**config.mk**
```make
export PLATFORM = sky130hd
export DESIGN_NAME = mono_tile_row_line_plotter_core
export DESIGN_NICKNAME = d
export VERILOG_FILES = /design/src/hdl/mtrlp_pkg.sv /design/src/hdl/mono_tile_row_line_plotter_core.sv /design/src/hdl/mtrlp_ram.sv /design/src/hdl/mtrlp_lane.sv /design/src/hdl/mtrlp_merge.sv
export SDC_FILE = /design/constraint.sdc
export NUM_CORES = 2
export LEC_CHECK = 0
export BUFFER_PORTS_ARGS = -buffer_cell sky130_fd_sc_hd__buf_2
export CORE_MARGIN = 3
export CORE_UTILIZATION = 50
export CTS_CLUSTER_SIZE = 28
export DETAILED_ROUTE_END_ITERATION = 8
export GPL_TIMING_DRIVEN = 0
export PLACE_DENSITY = 0.74
export SLEW_MARGIN = 20
export SYNTH_ARGS = -nofsm -noshare
export SYNTH_HDL_FRONTEND = slang
export SYNTH_SLANG_ARGS = --single-unit
```
**constraint.sdc**
```tcl
create_clock -name aclk -period 16.16 [get_ports aclk]
set_input_delay 4.04 -clock aclk [delete_from_list [all_inputs] [get_ports aclk]]
set_output_delay 4.04 -clock aclk [all_outputs]
set_load 0.02 [all_outputs]
```
**src/hdl/mtrlp_pkg.sv**
```systemverilog
// ----------------------------------------------------------------------------
// mtrlp_pkg: shared types and constants for the tile row line plotter
// Field positions, operation codes, register indexes, reset values and the
// grey-to-RGB colour helpers used by the core, its lanes and its checker.
// ----------------------------------------------------------------------------
package mtrlp_pkg;

    // Line geometry
    localparam int LINE_WIDTH_DEF = 160;
    localparam int NUM_LANES      = 8;    // one lane per pixel of a tile row
    localparam int LANE_W         = 3;    // x[2:0] selects the lane
    localparam int ROW_BITS       = 5;    // x[7:3] selects the row in a lane

    // Stream widths
    localparam int S_TDATA_W = 56;
    localparam int S_TUSER_W = 2;
    localparam int M_TDATA_W = 24;

    // Input tdata field positions
    localparam int TD_SCANLINE_LSB = 0;
    localparam int TD_TILE_X_LSB   = 8;
    localparam int TD_PATTERN_LSB  = 16;
    localparam int TD_MIRROR_LSB   = 32;
    localparam int TD_PAL_SEL_LSB  = 33;
    localparam int TD_PAL_HIGH_LSB = 35;
    localparam int TD_DEPTH_LSB    = 36;
    localparam int TD_READ_X_LSB   = 44;

    // Operation codes (tuser)
    localparam logic [1:0] OP_START = 2'd0;
    localparam logic [1:0] OP_PLOT  = 2'd1;
    localparam logic [1:0] OP_READ  = 2'd2;

    // Configuration port
    localparam int CFG_INDEX_W = 3;
    localparam int CFG_DATA_W  = 54;

    localparam logic [CFG_INDEX_W-1:0] REG_WINDOW_X      = 3'd0;
    localparam logic [CFG_INDEX_W-1:0] REG_WINDOW_Y      = 3'd1;
    localparam logic [CFG_INDEX_W-1:0] REG_WINDOW_WIDTH  = 3'd2;
    localparam logic [CFG_INDEX_W-1:0] REG_WINDOW_HEIGHT = 3'd3;
    localparam logic [CFG_INDEX_W-1:0] REG_NEGATIVE_MODE = 3'd4;
    localparam logic [CFG_INDEX_W-1:0] REG_WINDOW_COLOUR = 3'd5;
    localparam logic [CFG_INDEX_W-1:0] REG_BG_CONTROL    = 3'd6;
    localparam logic [CFG_INDEX_W-1:0] REG_PALETTES      = 3'd7;

    localparam logic [7:0] WINDOW_WIDTH_RST  = 8'd160;
    localparam logic [7:0] WINDOW_HEIGHT_RST = 8'd152;

    // Colour constants
    localparam logic [15:0] BACK_DEFAULT   = 16'h0FFF;
    localparam logic [7:0]  BG_ENABLE_MASK = 8'hC0;
    localparam logic [7:0]  BG_ENABLE_CODE = 8'h80;
    localparam logic [1:0]  PAL_SPRITE     = 2'd2;

    // Pixel write command for one lane
    typedef struct packed {
        logic        plot;
        logic [7:0]  depth;
        logic [15:0] colour;
    } pix_t;

    // Stored entry as read back from one lane
    typedef struct packed {
        logic        valid;
        logic [7:0]  depth;
        logic [15:0] colour;
    } entry_t;

    // Line fill captured at start of line; unwritten entries read as this
    typedef struct packed {
        logic        started;
        logic        rows;
        logic [7:0]  win_x;
        logic [7:0]  win_w;
        logic [15:0] back;
        logic [15:0] outer;
    } fill_t;

    // 3-bit grey replicated into the R, G and B nibbles
    function automatic logic [15:0] grey_word(input logic [2:0] g);
        return {4'b0000, g, 1'b0, g, 1'b0, g, 1'b0};
    endfunction

    // Complemented unless negative mode is set
    function automatic logic [15:0] shade(input logic [2:0] g, input logic neg);
        logic [15:0] w;
        w = grey_word(g);
        return neg ? w : ~w;
    endfunction

endpackage

```
**src/hdl/mono_tile_row_line_plotter_core.sv**
```systemverilog
// ----------------------------------------------------------------------------
// mono_tile_row_line_plotter_core: scanline line buffer compositor
// Input stream items (tuser = operation) start a line, plot one 2-bit tile
// row, or read one pixel. Reads return colour and depth on the output stream.
// Configuration is written through a plain write port (cfg_we/index/wdata);
// the user is to write it only while the block is idle; the block does not enforce this.
//
// Each item goes through a fetch step, which reads the eight target pixels from
// the eight lane banks (one pixel per bank, banked on x[2:0]), and then a step
// that depth-tests and writes back; a new item is taken only once the last is
// through. A read result is loaded into the output register as its write-back
// completes. Start of line clears the per-row valid bits and captures the line
// fill; entries not written since then read back as that fill with depth zero.
//
// Reset clears the valid bits, configuration and line fill; no clearing pass is needed.
// While the receiver stalls, plot and start items are still taken; a read
// item waits in its write-back cycle until the output register frees up.
// ----------------------------------------------------------------------------
module mono_tile_row_line_plotter_core import mtrlp_pkg::*; #(
    parameter int LINE_WIDTH = LINE_WIDTH_DEF
) (
    input  logic                   aclk,
    input  logic                   aresetn,
    // Input items
    input  logic                   s_tvalid,
    output logic                   s_tready,
    // scanline[7:0], tile_x[15:8], pattern_row[31:16], mirror[32],
    // palette_select[34:33], palette_high[35], depth[43:36], read_x[51:44]
    input  logic [S_TDATA_W-1:0]   s_tdata,
    input  logic [S_TUSER_W-1:0]   s_tuser,   // operation[1:0]
    // Results
    output logic                   m_tvalid,
    input  logic                   m_tready,
    output logic [M_TDATA_W-1:0]   m_tdata,   // pixel_colour[15:0], pixel_depth[23:16]
    // Configuration
    input  logic                   cfg_we,
    input  logic [CFG_INDEX_W-1:0] cfg_index,
    input  logic [CFG_DATA_W-1:0]  cfg_wdata
);

    localparam int BANK_DEPTH = (LINE_WIDTH + NUM_LANES - 1) / NUM_LANES;

    localparam logic ST_IDLE   = 1'b0;
    localparam logic ST_COMMIT = 1'b1;

    // Configuration registers
    logic [7:0]            wx_reg, wy_reg, ww_reg, wh_reg;
    logic                  neg_reg;
    logic [2:0]            wcol_reg;
    logic [7:0]            bgc_reg;
    logic [CFG_DATA_W-1:0] pal_reg;

    // Control
    logic       state_reg, state_next;
    logic       accept, done, out_free;
    logic       do_start, do_plot, do_read;
    logic [1:0] op_reg;
    logic [7:0] scan_reg, rx_reg;
    fill_t      fill_reg, fill_next;

    // Input fields
    logic [1:0]  in_op;
    logic [7:0]  in_tile_x, in_depth, in_read_x;
    logic [15:0] in_pattern;
    logic        in_mirror, in_pal_high;
    logic [1:0]  in_pal_sel, pal_eff;

    // Lanes
    pix_t                   pix_d   [NUM_LANES];
    pix_t                   pix_reg [NUM_LANES];
    logic [ROW_BITS-1:0]    row_d   [NUM_LANES];
    entry_t [NUM_LANES-1:0] ents;

    assign in_op       = s_tuser[1:0];
    assign in_tile_x   = s_tdata[TD_TILE_X_LSB +: 8];
    assign in_pattern  = s_tdata[TD_PATTERN_LSB +: 16];
    assign in_mirror   = s_tdata[TD_MIRROR_LSB];
    assign in_pal_sel  = s_tdata[TD_PAL_SEL_LSB +: 2];
    assign in_pal_high = s_tdata[TD_PAL_HIGH_LSB];
    assign in_depth    = s_tdata[TD_DEPTH_LSB +: 8];
    assign in_read_x   = s_tdata[TD_READ_X_LSB +: 8];
    assign pal_eff     = (in_pal_sel > PAL_SPRITE) ? PAL_SPRITE : in_pal_sel;

    // Configuration writes
    always_ff @(posedge aclk) begin
        if (!aresetn) begin
            wx_reg   <= 8'd0;
            wy_reg   <= 8'd0;
            ww_reg   <= WINDOW_WIDTH_RST;
            wh_reg   <= WINDOW_HEIGHT_RST;
            neg_reg  <= 1'b0;
            wcol_reg <= 3'd0;
            bgc_reg  <= 8'd0;
            pal_reg  <= '0;
        end else if (cfg_we) begin
            case (cfg_index)
                REG_WINDOW_X:      wx_reg   <= cfg_wdata[7:0];
                REG_WINDOW_Y:      wy_reg   <= cfg_wdata[7:0];
                REG_WINDOW_WIDTH:  ww_reg   <= cfg_wdata[7:0];
                REG_WINDOW_HEIGHT: wh_reg   <= cfg_wdata[7:0];
                REG_NEGATIVE_MODE: neg_reg  <= cfg_wdata[0];
                REG_WINDOW_COLOUR: wcol_reg <= cfg_wdata[2:0];
                REG_BG_CONTROL:    bgc_reg  <= cfg_wdata[7:0];
                REG_PALETTES:      pal_reg  <= cfg_wdata;
                default: ;
            endcase
        end
    end

    // Sequencer: fetch cycle on transfer, then write-back cycle
    assign s_tready = (state_reg == ST_IDLE);
    assign accept   = s_tvalid && s_tready;
    assign done     = (state_reg == ST_COMMIT) && ((op_reg != OP_READ) || out_free);
    assign do_start = done && (op_reg == OP_START);
    assign do_plot  = done && (op_reg == OP_PLOT);
    assign do_read  = done && (op_reg == OP_READ);

    always_comb begin
        state_next = state_reg;
        case (state_reg)
            ST_IDLE:   if (accept) state_next = ST_COMMIT;
            ST_COMMIT: if (done)   state_next = ST_IDLE;
            default:   state_next = ST_IDLE;
        endcase
    end

    always_ff @(posedge aclk) begin
        if (!aresetn) begin
            state_reg <= ST_IDLE;
        end else begin
            state_reg <= state_next;
        end
    end

    // Item registers
    always_ff @(posedge aclk) begin
        if (accept) begin
            op_reg   <= in_op;
            scan_reg <= s_tdata[TD_SCANLINE_LSB +: 8];
            rx_reg   <= in_read_x;
        end
    end

    // Line fill captured at start of line
    always_comb begin
        logic [15:0] back0;
        back0 = ((bgc_reg & BG_ENABLE_MASK) == BG_ENABLE_CODE) ?
                ~grey_word(bgc_reg[2:0]) : BACK_DEFAULT;
        fill_next.started = 1'b1;
        fill_next.rows    = ({1'b0, scan_reg} >= {1'b0, wy_reg}) &&
                            ({1'b0, scan_reg} < ({1'b0, wy_reg} + {1'b0, wh_reg}));
        fill_next.win_x   = wx_reg;
        fill_next.win_w   = ww_reg;
        fill_next.back    = neg_reg ? ~back0 : back0;
        fill_next.outer   = shade(wcol_reg, neg_reg);
    end

    always_ff @(posedge aclk) begin
        if (!aresetn) begin
            fill_reg <= '0;
        end else if (do_start) begin
            fill_reg <= fill_next;
        end
    end

    // Lanes: lane b takes the pixel whose x has x[2:0] == b
    for (genvar b = 0; b < NUM_LANES; b++) begin : g_lane
        logic [2:0]  ofs, k, ent_sel, grey;
        logic [7:0]  px;
        logic [1:0]  idx;
        logic [5:0]  bit_ofs;
        logic        win;
        pix_t        pix_b;

        always_comb begin
            ofs     = 3'(b) - in_tile_x[2:0];
            px      = in_tile_x + {5'b00000, ofs};
            k       = in_mirror ? (3'd7 - ofs) : ofs;
            idx     = in_pattern[{3'd7 - k, 1'b0} +: 2];
            win     = (px >= wx_reg) &&
                      ({1'b0, px} < ({1'b0, wx_reg} + {1'b0, ww_reg})) &&
                      ({1'b0, px} < 9'(LINE_WIDTH));
            ent_sel = in_pal_high ? (3'(idx) + 3'd2) : (3'(idx) - 3'd1);
            bit_ofs = (6'(pal_eff) * 6'd6 + 6'(ent_sel)) * 6'd3;
            grey    = pal_reg[bit_ofs +: 3];
            pix_b   = '{plot:   (in_op == OP_PLOT) && (idx != 2'd0) && win,
                        depth:  in_depth,
                        colour: shade(grey, neg_reg)};
        end

        assign pix_d[b] = pix_b;
        assign row_d[b] = (in_op == OP_READ) ? in_read_x[7:3] : px[7:3];

        always_ff @(posedge aclk) begin
            if (accept) begin
                pix_reg[b] <= pix_d[b];
            end
        end

        mtrlp_lane #(
            .BANK_DEPTH (BANK_DEPTH)
        ) u_lane (
            .aclk    (aclk),
            .aresetn (aresetn),
            .rd_en   (accept),
            .rd_row  (row_d[b]),
            .clear   (do_start),
            .commit  (do_plot),
            .pix     (pix_reg[b]),
            .ent     (ents[b])
        );
    end

    // Read merge and output register
    mtrlp_merge #(
        .LINE_WIDTH (LINE_WIDTH)
    ) u_merge (
        .aclk     (aclk),
        .aresetn  (aresetn),
        .ents     (ents),
        .load     (do_read),
        .rx       (rx_reg),
        .fill     (fill_reg),
        .m_tready (m_tready),
        .m_tvalid (m_tvalid),
        .m_tdata  (m_tdata),
        .out_free (out_free)
    );

endmodule

```
**src/hdl/mtrlp_ram.sv**
```systemverilog
// ----------------------------------------------------------------------------
// mtrlp_ram: generic single-port-write, single-port-read RAM
// One write and one registered read per cycle.
// ----------------------------------------------------------------------------
module mtrlp_ram #(
    parameter int WIDTH = 24,
    parameter int DEPTH = 20,
    localparam int ADDR_W = (DEPTH > 1) ? $clog2(DEPTH) : 1
) (
    input  logic              aclk,
    input  logic              we,
    input  logic [ADDR_W-1:0] waddr,
    input  logic [WIDTH-1:0]  wdata,
    input  logic              re,
    input  logic [ADDR_W-1:0] raddr,
    output logic [WIDTH-1:0]  rdata
);

    logic [WIDTH-1:0] mem [DEPTH];
    logic [WIDTH-1:0] rdata_reg;

    always_ff @(posedge aclk) begin
        if (we) begin
            mem[waddr] <= wdata;
        end
        if (re) begin
            rdata_reg <= mem[raddr];
        end
    end

    assign rdata = rdata_reg;

endmodule

```
**src/hdl/mtrlp_lane.sv**
```systemverilog
// ----------------------------------------------------------------------------
// mtrlp_lane: one pixel lane of the line buffer
// Holds every eighth pixel of the line (colour and depth) in a RAM bank with
// per-row valid bits, and does the depth test and write for its pixel.
// ----------------------------------------------------------------------------
module mtrlp_lane import mtrlp_pkg::*; #(
    parameter int BANK_DEPTH = (LINE_WIDTH_DEF + NUM_LANES - 1) / NUM_LANES
) (
    input  logic                aclk,
    input  logic                aresetn,
    input  logic                rd_en,     // item accepted: fetch row
    input  logic [ROW_BITS-1:0] rd_row,
    input  logic                clear,     // start of line: drop all rows
    input  logic                commit,    // plot write phase
    input  pix_t                pix,
    output entry_t              ent
);

    localparam int ROW_W   = (BANK_DEPTH > 1) ? $clog2(BANK_DEPTH) : 1;
    localparam int VALID_N = 1 << ROW_W;

    logic [ROW_W-1:0]   row_reg;
    logic [VALID_N-1:0] valid_reg, valid_next;
    logic [23:0]        rd_data;
    logic               cur_valid;
    logic [7:0]         cur_depth;
    logic               wr_en;

    // Row of the item in flight
    always_ff @(posedge aclk) begin
        if (rd_en) begin
            row_reg <= rd_row[ROW_W-1:0];
        end
    end

    // Depth test; an unwritten row has depth zero
    assign cur_valid = valid_reg[row_reg];
    assign cur_depth = cur_valid ? rd_data[23:16] : 8'd0;
    assign wr_en     = commit && pix.plot && (pix.depth > cur_depth);

    // Valid bits
    always_comb begin
        valid_next = valid_reg;
        if (clear) begin
            valid_next = '0;
        end else if (wr_en) begin
            valid_next[row_reg] = 1'b1;
        end
    end

    always_ff @(posedge aclk) begin
        if (!aresetn) begin
            valid_reg <= '0;
        end else begin
            valid_reg <= valid_next;
        end
    end

    mtrlp_ram #(
        .WIDTH (24),
        .DEPTH (BANK_DEPTH)
    ) u_bank (
        .aclk  (aclk),
        .we    (wr_en),
        .waddr (row_reg),
        .wdata ({pix.depth, pix.colour}),
        .re    (rd_en),
        .raddr (rd_row[ROW_W-1:0]),
        .rdata (rd_data)
    );

    assign ent = '{valid: cur_valid, depth: rd_data[23:16], colour: rd_data[15:0]};

endmodule

```
**src/hdl/mtrlp_merge.sv**
```systemverilog
// ----------------------------------------------------------------------------
// mtrlp_merge: read-out merge and output register
// Picks the lane that holds the requested pixel, substitutes the line fill
// for entries not written since start of line, and holds the result.
// ----------------------------------------------------------------------------
module mtrlp_merge import mtrlp_pkg::*; #(
    parameter int LINE_WIDTH = LINE_WIDTH_DEF
) (
    input  logic                          aclk,
    input  logic                          aresetn,
    input  entry_t [NUM_LANES-1:0]        ents,
    input  logic                          load,
    input  logic [7:0]                    rx,
    input  fill_t                         fill,
    input  logic                          m_tready,
    output logic                          m_tvalid,
    output logic [M_TDATA_W-1:0]          m_tdata,
    output logic                          out_free
);

    entry_t          sel;
    logic            in_line;
    logic            fill_in;
    logic [15:0]     fill_colour;
    logic [15:0]     colour_d;
    logic [7:0]      depth_d;
    logic            m_tvalid_reg;
    logic [M_TDATA_W-1:0] m_tdata_reg;

    // Lane select and fill substitution
    always_comb begin
        sel     = ents[rx[LANE_W-1:0]];
        in_line = ({1'b0, rx} < 9'(LINE_WIDTH));
        fill_in = fill.rows && (rx >= fill.win_x) &&
                  ({1'b0, rx} < ({1'b0, fill.win_x} + {1'b0, fill.win_w}));
        if (!fill.started) begin
            fill_colour = 16'd0;
        end else if (fill_in) begin
            fill_colour = fill.back;
        end else begin
            fill_colour = fill.outer;
        end
        if (!in_line) begin
            colour_d = 16'd0;
            depth_d  = 8'd0;
        end else if (sel.valid) begin
            colour_d = sel.colour;
            depth_d  = sel.depth;
        end else begin
            colour_d = fill_colour;
            depth_d  = 8'd0;
        end
    end

    // Output register
    always_ff @(posedge aclk) begin
        if (!aresetn) begin
            m_tvalid_reg <= 1'b0;
        end else if (load) begin
            m_tvalid_reg <= 1'b1;
        end else if (m_tready) begin
            m_tvalid_reg <= 1'b0;
        end
    end

    always_ff @(posedge aclk) begin
        if (load) begin
            m_tdata_reg <= {depth_d, colour_d};
        end
    end

    assign out_free = !m_tvalid_reg || m_tready;
    assign m_tvalid = m_tvalid_reg;
    assign m_tdata  = m_tdata_reg;

endmodule

```
==> results.md <==
- Max reg flops: 1920
- Share of cells above drive strength 1: 0.177
- Top_reg_cell synth: edfxtp_1
- CP required: 16720 ps
- 1st-pass router iterations: 8
- Clock buffer depth: 3
- Port Buffers: 135
- Avg Inst Size Synth: 13.7 um2
- Hold_ws: 450 ps
- Worst-path fanout max: 10
- Final nets: 9493
- Storage cell area: 0.0715 mm2
- Distinct cells, synth: 92
- Int Power: 12300 uW
- Post-cts resize count: 0
- Skew final: 106 ps
- Final worst setup slack: 3280 ps
- Power density of the placed cells: 139 mW/mm2
- Synth top area share: 0.543
- H-tree depth: 4
- Post-Place Worst Slack: 2480 ps
- Row count: 177
- GP Congestion: 1.05
- Post-DP Area: 0.125 mm2
- Switching Fraction: 0.335
- Cts hold-fix bufs: 0
- Register area share after synthesis: 0.607
- Clk slew on worst S/H paths: 60 ps
- Slew headroom: 0.118
- Vias in the first global route: 79000
- EDFF count, synth: 2128
- Global-route wire length before repair: 560000 um
- Root Buffer: clkbuf_16
- Switch Pwr: 6200 uW
- Type of the worst setup path: primary input to flip-flop
- Die Y: 491 um
- Arr. time, crit path: 13440 ps
- Peak supply drop: 0.000101 V
- Horiz. Die Dim: 491 um
- Die ar.: 0.241 mm2
- Residual DRC count: 0
- Area Overhead vs Synth: 12.9%
- Vias/cell: 6.47
- Gr ovfl total: 0
- Slew @ Worst Pin: 1320 ps
- CTS Sinks: 2507
- Clock Power Share: 0.312
- Share of power burned in registers: 0.412
- Initial core utilization: 0.504
- Worst min path class: flip-flop to flip-flop
- Largest net degree at the start of global routing: 26
- Total global-route track usage: 0.318
- Largest area contributor in the netlist: edfxtp_1
- Most numerous cell in the Yosys netlist: edfxtp_1
- Max Clk Rate: 77.7 MHz
- Syn Nets: 9013
- Post-detail-place hpwl: 274000 um
- CTS tree: yes
- Area of the multi-input gates: 0.0438 mm2
- Ys async rst share: 0
- Status: finished clean
- Routed wire length: 391000 um
- Core Util, Final: 0.570
- Gate power share: 0.276
- Skew-Pair Late Insertion Delay: 930 ps
- Final antenna-violating net count: 0
- Total I/O pin count: 146
- Final Critical Period: 12880 ps
- Max-slew violation count: 0
- Leak: 0.0453 uW
- Unrepaired setup endpoints after global routing: no
- Yosys reg bits: 2507
- Part of the cycle the worst path needs: 0.797
- Setup Fix Bufs, Post-CTS: 0
- Core Region: 0.233 mm2
- Initial DRC count: 10800
- Top cells by area, synth: edfxtp_1, mux4_2, dfxtp_1
- Post-Syn Area: 0.118 mm2
- Syn Inst Count: 8602
- Final Setup Violations: 0
- CP Launch Type: primary input
- Max cap viols: 0
- Crit path capture type: flip-flop
- Cts bufs inserted: 237
- Vias: 80500
- Hold Vio Cnt, Final: 0
- Routed len/inst: 31.4 um
- Antenna violations before repair: 32
- Top cells by count, synth: edfxtp_1, nand2_1, mux4_2
- Synthesis Warnings: 0
- Final Cell Area: 0.133 mm2
- FILL cells: 18100
- Setup TNS: 0 ps
-- power by group through the flow --
stage	Clock [uW]	Sequential, uW	Combinational, uW
after floorplan	0	7620	3140
after global placement	0	7820	4810
after detailed placement	0	7740	4910
after CTS	5810	7600	4930
after global routing	6060	7620	5340
final	5760	7610	5100
-- per-layer routing --
| metal | track usage | vias to the layer above | routed length [um] | part of all wire |
|---|---|---|---|---|
| met5 | 0 | - | 71 | 0.00018 |
| met4 | 0.164 | 10 | 23700 | 0.061 |
| met3 | 0.0741 | 1038 | 40900 | 0.10 |
| met2 | 0.486 | 4791 | 177000 | 0.45 |
| met1 | 0.427 | 40700 | 149000 | 0.38 |
| li1 | - | 33900 | - | - |
-- cells in the final DEF (no fill, tap or decap), drive strengths merged, types with 19 or more instances in the layout --
| cell type | Yosys | routed |
|---|---|---|
| xor2 | 61 | 61 |
| nand2 | 1193 | 1193 |
| a21oi | 348 | 348 |
| clkbuf | 438 | 740 |
| ha | 272 | 272 |
| a31oi | 51 | 51 |
| nor3 | 74 | 74 |
| mux4 | 568 | 568 |
| edfxtp | 2128 | 2128 |
| nand4 | 31 | 31 |
| inv | 139 | 143 |
| a21boi | 87 | 87 |
| nand2b | 47 | 47 |
| nor2b | 92 | 92 |
| nor2 | 548 | 548 |
| o21ai | 248 | 248 |
| and3 | 85 | 85 |
| a211oi | 60 | 60 |
| buf | 144 | 385 |
| diode | 0 | 19 |
| nand3 | 191 | 191 |
| o22ai | 57 | 57 |
| mux2 | 80 | 80 |
| o311ai | 27 | 27 |
| bufinv | 0 | 25 |
| a22oi | 27 | 27 |
| a21o | 88 | 88 |
| a311oi | 73 | 73 |
| and2 | 28 | 28 |
| fa | 19 | 19 |
| or3 | 22 | 22 |
| dfxtp | 379 | 379 |
| a221oi | 25 | 25 |
| o211ai | 34 | 34 |
| mux2i | 409 | 409 |
| o31ai | 20 | 20 |
| clkinv | 7 | 115 |
| o21a | 163 | 163 |
| xnor2 | 103 | 103 |
-- cell families after synthesis --
| family | synth area share |
|---|---|
| buf+inv | 0.0253 |
| xor+xnor | 0.0130 |
| compound gates | 0.0826 |
| fa+ha+maj | 0.0323 |
| simple gates | 0.0883 |
| flops | 0.607 |
| mux | 0.151 |
-- cell type report --
class / instances / share of cell area
diodes: 19 / 0.000358
clock buffers: 302 / 0.0486
well taps: 3132 / 0.0295
inverters: 146 / 0.00414
flip-flops and latches: 2507 / 0.538
plain buffers: 582 / 0.0187
repair buffers: 241 / 0.0187
multi-input cells: 5367 / 0.329
clock inverters: 150 / 0.0131
-- worst max-delay path, stage by stage --
cell      delay, ps
clkbuf_2        410
inv_2           540
clkbuf_1        650
buf_1           550
clkbuf_1        710
clkbuf_1        580
clkbuf_1        660
o21ai_0         620
fa_1            710
fa_1            530
clkbuf_1        360
clkbuf_1        530
buf_1           570
mux2i_1         260
mux2i_1         110
o31a_1          260
a311oi_1        910
xnor2_1         390
-- final timing paths --
path	startpoint	to	slack (ps)	cells past startpoint
worst max-delay path	s_tdata[35]	pix_reg[1][61]$_DFFE_PP_	3280	18
worst min register to register	fill_reg[25]$_SDFFE_PN0P_	fill_reg[25]$_SDFFE_PN0P_	450	2
worst max register to register	g_lane[6].u_lane.row_reg[0]$_DFFE_PP_	g_lane[6].u_lane.u_bank.mem[4][16]$_DFFE_PP_	9980	15
worst min-delay path	fill_reg[25]$_SDFFE_PN0P_	fill_reg[25]$_SDFFE_PN0P_	450	2
-- stage by stage --
step	std cells	total power (uW)
detailed placement	12000	12600
finish	12400	18500
global route	12400	19000
CTS	12400	18300
global placement	11900	12600
floorplan	8602	10800
Note: power is estimated with default switching activity, not from simulation.
